==> config.mk <==
export PLATFORM = sky130hd
export DESIGN_NAME = hamming_best_two_matcher_top
export DESIGN_NICKNAME = d
export VERILOG_FILES = /design/src/hw/rtl/hbtm_pkg.sv /design/src/hw/rtl/hbtm_popcount.sv /design/src/hw/rtl/hbtm_tracker.sv /design/src/hw/rtl/hamming_best_two_matcher_top.sv
export SDC_FILE = /design/constraint.sdc
export NUM_CORES = 1
export LEC_CHECK = 0
export BUFFER_PORTS_ARGS = -buffer_cell sky130_fd_sc_hd__buf_2
export CORE_UTILIZATION = 62
export DETAILED_ROUTE_END_ITERATION = 7
export PLACE_DENSITY = 0.92
export SLEW_MARGIN = 20
export SYNTH_ARGS = -nofsm -noshare
export SYNTH_HDL_FRONTEND = slang
export SYNTH_SLANG_ARGS = --single-unit
==> constraint.sdc <==
create_clock -name clk -period 9.05 [get_ports clk]
set_input_delay 0.905 -clock clk [delete_from_list [all_inputs] [get_ports clk]]
set_output_delay 0.905 -clock clk [all_outputs]
set_load 0.005 [all_outputs]
==> src/hw/rtl/hbtm_pkg.sv <==
// Shared constants and types for the best-two Hamming matcher.
package hbtm_pkg;

  localparam int unsigned DescBits  = 256;
  localparam int unsigned WordBits  = 64;
  localparam int unsigned NumWords  = DescBits / WordBits;
  localparam int unsigned WordCntW  = $clog2(WordBits + 1);
  localparam int unsigned DistW     = $clog2(DescBits + 1);
  localparam int unsigned IndexW    = 16;
  localparam int unsigned PosW      = IndexW + 1;
  localparam int unsigned CfgIndexW = $clog2(NumWords);

  localparam logic [DistW-1:0] DistNone = DistW'(DescBits);
  localparam logic [PosW-1:0]  PosNone  = {PosW{1'b1}};

  localparam logic [WordBits-1:0] PairMask   = 64'h5555_5555_5555_5555;
  localparam logic [WordBits-1:0] NibbleMask = 64'h3333_3333_3333_3333;
  localparam logic [WordBits-1:0] ByteMask   = 64'h0F0F_0F0F_0F0F_0F0F;

  // One registered descriptor: flags, index and per-word bit counts.
  typedef struct packed {
    logic                              first;
    logic                              last;
    logic [IndexW-1:0]                 index;
    logic [NumWords-1:0][WordCntW-1:0] word_count;
  } hbtm_item_t;

endpackage

==> src/hw/rtl/hbtm_popcount.sv <==
// Population count of one 64-bit word, SWAR style.
module hbtm_popcount (
  input  logic [hbtm_pkg::WordBits-1:0] word,
  output logic [hbtm_pkg::WordCntW-1:0] count
);
  import hbtm_pkg::*;

  logic [WordBits-1:0] pairs;
  logic [WordBits-1:0] nibbles;
  logic [WordBits-1:0] bytes_sum;

  assign pairs     = word - ((word >> 1) & PairMask);
  assign nibbles   = (pairs & NibbleMask) + ((pairs >> 2) & NibbleMask);
  assign bytes_sum = (nibbles + (nibbles >> 4)) & ByteMask;

  // Add the eight byte lanes; each lane holds at most 8.
  always_comb begin
    logic [WordCntW-1:0] acc;
    acc = '0;
    for (int i = 0; i < WordBits / 8; i++) begin
      acc = acc + WordCntW'(bytes_sum[8*i +: 4]);
    end
    count = acc;
  end

endmodule

==> src/hw/rtl/hbtm_tracker.sv <==
// Running best/second-best tracker and result register.
module hbtm_tracker (
  input  logic                          clk,
  input  logic                          rst,
  input  logic                          item_valid,
  input  hbtm_pkg::hbtm_item_t          item,
  output logic                          advance,
  output logic                          match_valid,
  input  logic                          match_stall,
  output logic [hbtm_pkg::DistW-1:0]    best_distance,
  output logic signed [hbtm_pkg::PosW-1:0] best_position,
  output logic [hbtm_pkg::DistW-1:0]    second_distance
);
  import hbtm_pkg::*;

  logic [DistW-1:0] best_dist;
  logic [DistW-1:0] second_dist;
  logic [PosW-1:0]  best_idx;

  logic [DistW-1:0] distance;
  logic [DistW-1:0] cur_best;
  logic [DistW-1:0] cur_second;
  logic [PosW-1:0]  cur_idx;
  logic [DistW-1:0] best_dist_next;
  logic [DistW-1:0] second_dist_next;
  logic [PosW-1:0]  best_idx_next;
  logic             can_load;
  logic             fire;

  always_comb begin
    distance = '0;
    for (int w = 0; w < NumWords; w++) begin
      distance = distance + DistW'(item.word_count[w]);
    end
  end

  assign cur_best   = item.first ? DistNone : best_dist;
  assign cur_second = item.first ? DistNone : second_dist;
  assign cur_idx    = item.first ? PosNone  : best_idx;

  always_comb begin
    best_dist_next   = cur_best;
    second_dist_next = cur_second;
    best_idx_next    = cur_idx;
    priority if (distance < cur_best) begin
      second_dist_next = cur_best;
      best_dist_next   = distance;
      best_idx_next    = {1'b0, item.index};
    end else if (distance < cur_second) begin
      second_dist_next = distance;
    end
  end

  // A last word needs a free result register; other words never wait.
  assign can_load = !match_valid || !match_stall;
  assign advance  = !item_valid || !item.last || can_load;
  assign fire     = item_valid && advance;

  always_ff @(posedge clk) begin
    if (rst) begin
      best_dist   <= DistNone;
      second_dist <= DistNone;
      best_idx    <= PosNone;
      match_valid <= 1'b0;
    end else begin
      if (fire) begin
        best_dist   <= best_dist_next;
        second_dist <= second_dist_next;
        best_idx    <= best_idx_next;
      end
      if (fire && item.last) begin
        match_valid <= 1'b1;
      end else if (!match_stall) begin
        match_valid <= 1'b0;
      end
    end
  end

  always_ff @(posedge clk) begin
    if (fire && item.last) begin
      best_distance   <= best_dist_next;
      best_position   <= signed'(best_idx_next);
      second_distance <= second_dist_next;
    end
  end

endmodule

==> src/hw/rtl/hamming_best_two_matcher_top.sv <==
// Top level of the best-two Hamming matcher.
//
//   channel  direction  handshake               payload
//   train    in         train_valid/train_stall first, last, train_index, train_word0..3
//   match    out        match_valid/match_stall best_distance, best_position, second_distance
//   cfg      in         cfg_valid/cfg_ready     cfg_index, cfg_data
//
// One descriptor word per cycle unless stalled; each result is registered in stage 2.
// Stage 1 registers each 64-bit word's bit count; stage 2 sums, compares and updates.
// Reset clears the query to zero and the running values to 256, -1, 256.
// A stalled result blocks only a following last word; other words keep flowing.
// cfg_ready is always high.
module hamming_best_two_matcher_top (
  input  logic                              clk,
  input  logic                              rst,
  input  logic                              train_valid,
  output logic                              train_stall,
  input  logic                              first,
  input  logic                              last,
  input  logic [hbtm_pkg::IndexW-1:0]       train_index,
  input  logic [hbtm_pkg::WordBits-1:0]     train_word0,
  input  logic [hbtm_pkg::WordBits-1:0]     train_word1,
  input  logic [hbtm_pkg::WordBits-1:0]     train_word2,
  input  logic [hbtm_pkg::WordBits-1:0]     train_word3,
  output logic                              match_valid,
  input  logic                              match_stall,
  output logic [hbtm_pkg::DistW-1:0]        best_distance,
  output logic signed [hbtm_pkg::PosW-1:0]  best_position,
  output logic [hbtm_pkg::DistW-1:0]        second_distance,
  input  logic                              cfg_valid,
  output logic                              cfg_ready,
  input  logic [hbtm_pkg::CfgIndexW-1:0]    cfg_index,
  input  logic [hbtm_pkg::WordBits-1:0]     cfg_data
);
  import hbtm_pkg::*;

  logic [NumWords-1:0][WordBits-1:0] query;
  logic [NumWords-1:0][WordBits-1:0] train;
  logic [NumWords-1:0][WordCntW-1:0] count;
  hbtm_item_t                        stage;
  logic                              stage_valid;
  logic                              advance;
  logic                              load;

  assign cfg_ready = 1'b1;

  always_ff @(posedge clk) begin
    if (rst) begin
      query <= '0;
    end else if (cfg_valid && cfg_ready) begin
      query[cfg_index] <= cfg_data;
    end
  end

  assign train = {train_word3, train_word2, train_word1, train_word0};

  for (genvar w = 0; w < NumWords; w++) begin : g_count
    hbtm_popcount u_popcount (
      .word  (query[w] ^ train[w]),
      .count (count[w])
    );
  end

  assign train_stall = stage_valid && !advance;
  assign load        = train_valid && !train_stall;

  always_ff @(posedge clk) begin
    if (rst) begin
      stage_valid <= 1'b0;
    end else if (!stage_valid || advance) begin
      stage_valid <= train_valid;
    end
  end

  always_ff @(posedge clk) begin
    if (load) begin
      stage.first      <= first;
      stage.last       <= last;
      stage.index      <= train_index;
      stage.word_count <= count;
    end
  end

  hbtm_tracker u_tracker (
    .clk             (clk),
    .rst             (rst),
    .item_valid      (stage_valid),
    .item            (stage),
    .advance         (advance),
    .match_valid     (match_valid),
    .match_stall     (match_stall),
    .best_distance   (best_distance),
    .best_position   (best_position),
    .second_distance (second_distance)
  );

endmodule

==> results.tsv <==
metric	value	unit
delay-heaviest family, CP	adder cells	
Post-synth top flop	dfxtp_1	
met2 WL	51.4	mm
synthesized area	0.0387	mm^2
crit share post-route	91.0	%
grt ovf	0	
DIE WIDTH	252	um
num rows	91	
CP required	9420	ps
number of I/O port buffers	381	
Setup Crit Path Kind	reg2reg	
Async S/R FF share, synth	0	%
CTS Buf Count	44	
leading cell types in the layout, fill and taps excluded	nand2_1, ha_1, inv_1, a21oi_1, buf_2	
TritonCTS clock tree	yes	
# IOs	383	
initial drt markers	3149	
final non-filler cell total	5864	
Area Overhead vs Synth	11.2	%
Initial Util	62.7	%
Rel. slew slack	27.2	%
final hold vios	0	
TNS Setup	0	ps
first-pass GRT wire length	182	mm
Crit-path slowest cell	fa_1	
final setup violating endpoints	0	
Placer Congestion	0.998	
post-synth net total	5725	
CP startpoint kind	flip-flop	
metal3 WL	11.4	mm
area of the core	0.0617	mm^2
fmax	121	MHz
clock root buffer	clkbuf_16	
TritonCTS Sinks	374	
clk slew on worst S/H paths	60	ps
die area	0.0634	mm^2
H-tree depth	2	
peak fanout along the critical path	6	
Crit path buffers/inverters	3	
highest metal used	met5	
Total GRT Usage	37.1	%
CP arrival	8600	ps
pin count of the biggest net entering global routing	142	
commonest non-fill, non-tap cell in the layout	nand2_1	
Yosys cell types	98	
vias in the first global route	33300	
Slew Viols, Final	0	
WL met1	49.0	mm
sequential share of the synthesized area	21.4	%
Worst Tran Pin Value	1090	ps
final WL	119	mm
clock latency on the worst-skew pair	600	ps
antenna viol nets, final	0	
Nets	6074	
post-CTS sizing	0	
Pre-antenna DRT Iters	6	
share of post-route cells with drive strength above 1	11.5	%
Synth Warn #	0	
hold_buf cts	0	
Syn Inst Count	4625	
crit end category	flip-flop	
routed vias	34300	
max-cap violations	0	
EDFF count, synth	81	
DR WL/cell	20.3	um
initial antenna violation count	24	
RSZ-0062 raised after global routing	no	
vias per cell	5.86	
CTS Buffer Depth	3	
most frequent CP cell	fa_1	
# DRC	0	
Clock Skew	23.5	ps
status	finished, final reports clean	
CP max stage delay	550	ps
# Post-CTS Setup Buffers	0	
fin crit period	8240	ps
final core utilization	69.7	%
mean post-synth cell area	8.37	um^2
detailed-placement wirelength estimate	93.3	mm
#FFs+latches synth	374	
placed cells	5765	
Hold Crit Class	reg2reg	
Die Span Y	252	um
## Yosys cell counts, drive strengths merged, types with 7 or more instances
library cell	instances	share of area [%]
and2	10	0.16
nor4	10	0.16
nand3b	10	0.19
o311ai	11	0.27
a21bo	21	0.54
o21bai	14	0.27
xor2	287	6.5
a21o	93	1.8
nor3b	7	0.14
o211ai	25	0.50
o21ai	163	2.1
or3	17	0.29
a211o	42	0.95
a21boi	32	0.62
a211oi	31	0.60
o22ai	9	0.15
inv	548	5.3
o31ai	27	0.58
and3	21	0.34
nor2b	35	0.57
nor2	135	1.3
clkbuf	103	1.0
nand2	784	7.6
nor3	40	0.53
or3b	7	0.16
xnor2	255	5.9
a31o	8	0.18
edfxtp	81	6.3
nand4	59	0.95
dfxtp	293	15
fa	197	10
a31oi	22	0.37
o31a	9	0.20
mux2i	15	0.39
a2111oi	9	0.24
nand2b	39	0.63
a21oi	448	5.8
o21a	20	0.39
nand3	40	0.52
a41oi	8	0.20
ha	558	18
## layer usage
metal  global-route usage [%]  up-vias
met5                        0        -
met4                     20.0       22
met3                     7.45      318
met2                     57.4     1541
met1                     48.8    16200
li1                         -    16200
## logic make-up after synthesis
group	share of synthesized area, %
xor+xnor	12.4
compound gates	16.9
other cells	0.00969
fa+ha+maj	28.2
simple gates	14.2
flops	21.4
mux	0.446
buf+inv	6.39
## state kept, by name, indices dropped and copies added (netlist names)
name	count
u_tracker.best_position	17
stage_valid	1
stage	46
u_tracker.best_distance	9
u_tracker.match_valid	1
u_tracker.best_idx	17
u_tracker.second_distance	9
query	256
u_tracker.best_dist	9
u_tracker.second_dist	9
## worst reg2reg max path: cells and delay by family (launching register included)
family          cells  cell delay (ps)
fa+ha+maj          10             4020
compound gates     10             2240
buf+inv             3              270
xor+xnor            3              800
flops               1              440
simple gates        1              230
## area by class of cell
type | count | area, um^2
Timing Repair Buffer | 412 | 2150
Clock inverter | 29 | 255
Tap cell | 837 | 1050
Multi-Input combinational cell | 3593 | 28000
Sequential cell | 374 | 8300
Antenna cell | 17 | 42.5
Fill cell | 4850 | 18700
Inverter | 549 | 2060
Clock buffer | 53 | 1210
## per-stage QoR
stage / area [um^2] / worst slack, ps / hold WS, ps
2_1_floorplan: 38700 / 1080 / 432
3_3_place_gp: 41500 / 567 / 438
3_5_place_dp: 41500 / 304 / 447
4_1_cts: 43000 / 858 / 455
5_1_grt: 43000 / 426 / 470
6_report: 43000 / 813 / 455
## worst paths after layout
path,from,end,slack (ps),cells after the start
worst min-delay path,u_tracker.second_dist[5],u_tracker.second_dist[5],460,2
worst min register to register,u_tracker.second_dist[5],u_tracker.second_dist[5],460,2
worst max register to register,query[195],stage[27],810,27
worst max-delay path,query[195],stage[27],810,27
Power is left out: the tool's default activity adds up to more than one toggle a clock period on the data nets, which glitch-free logic cannot reach.
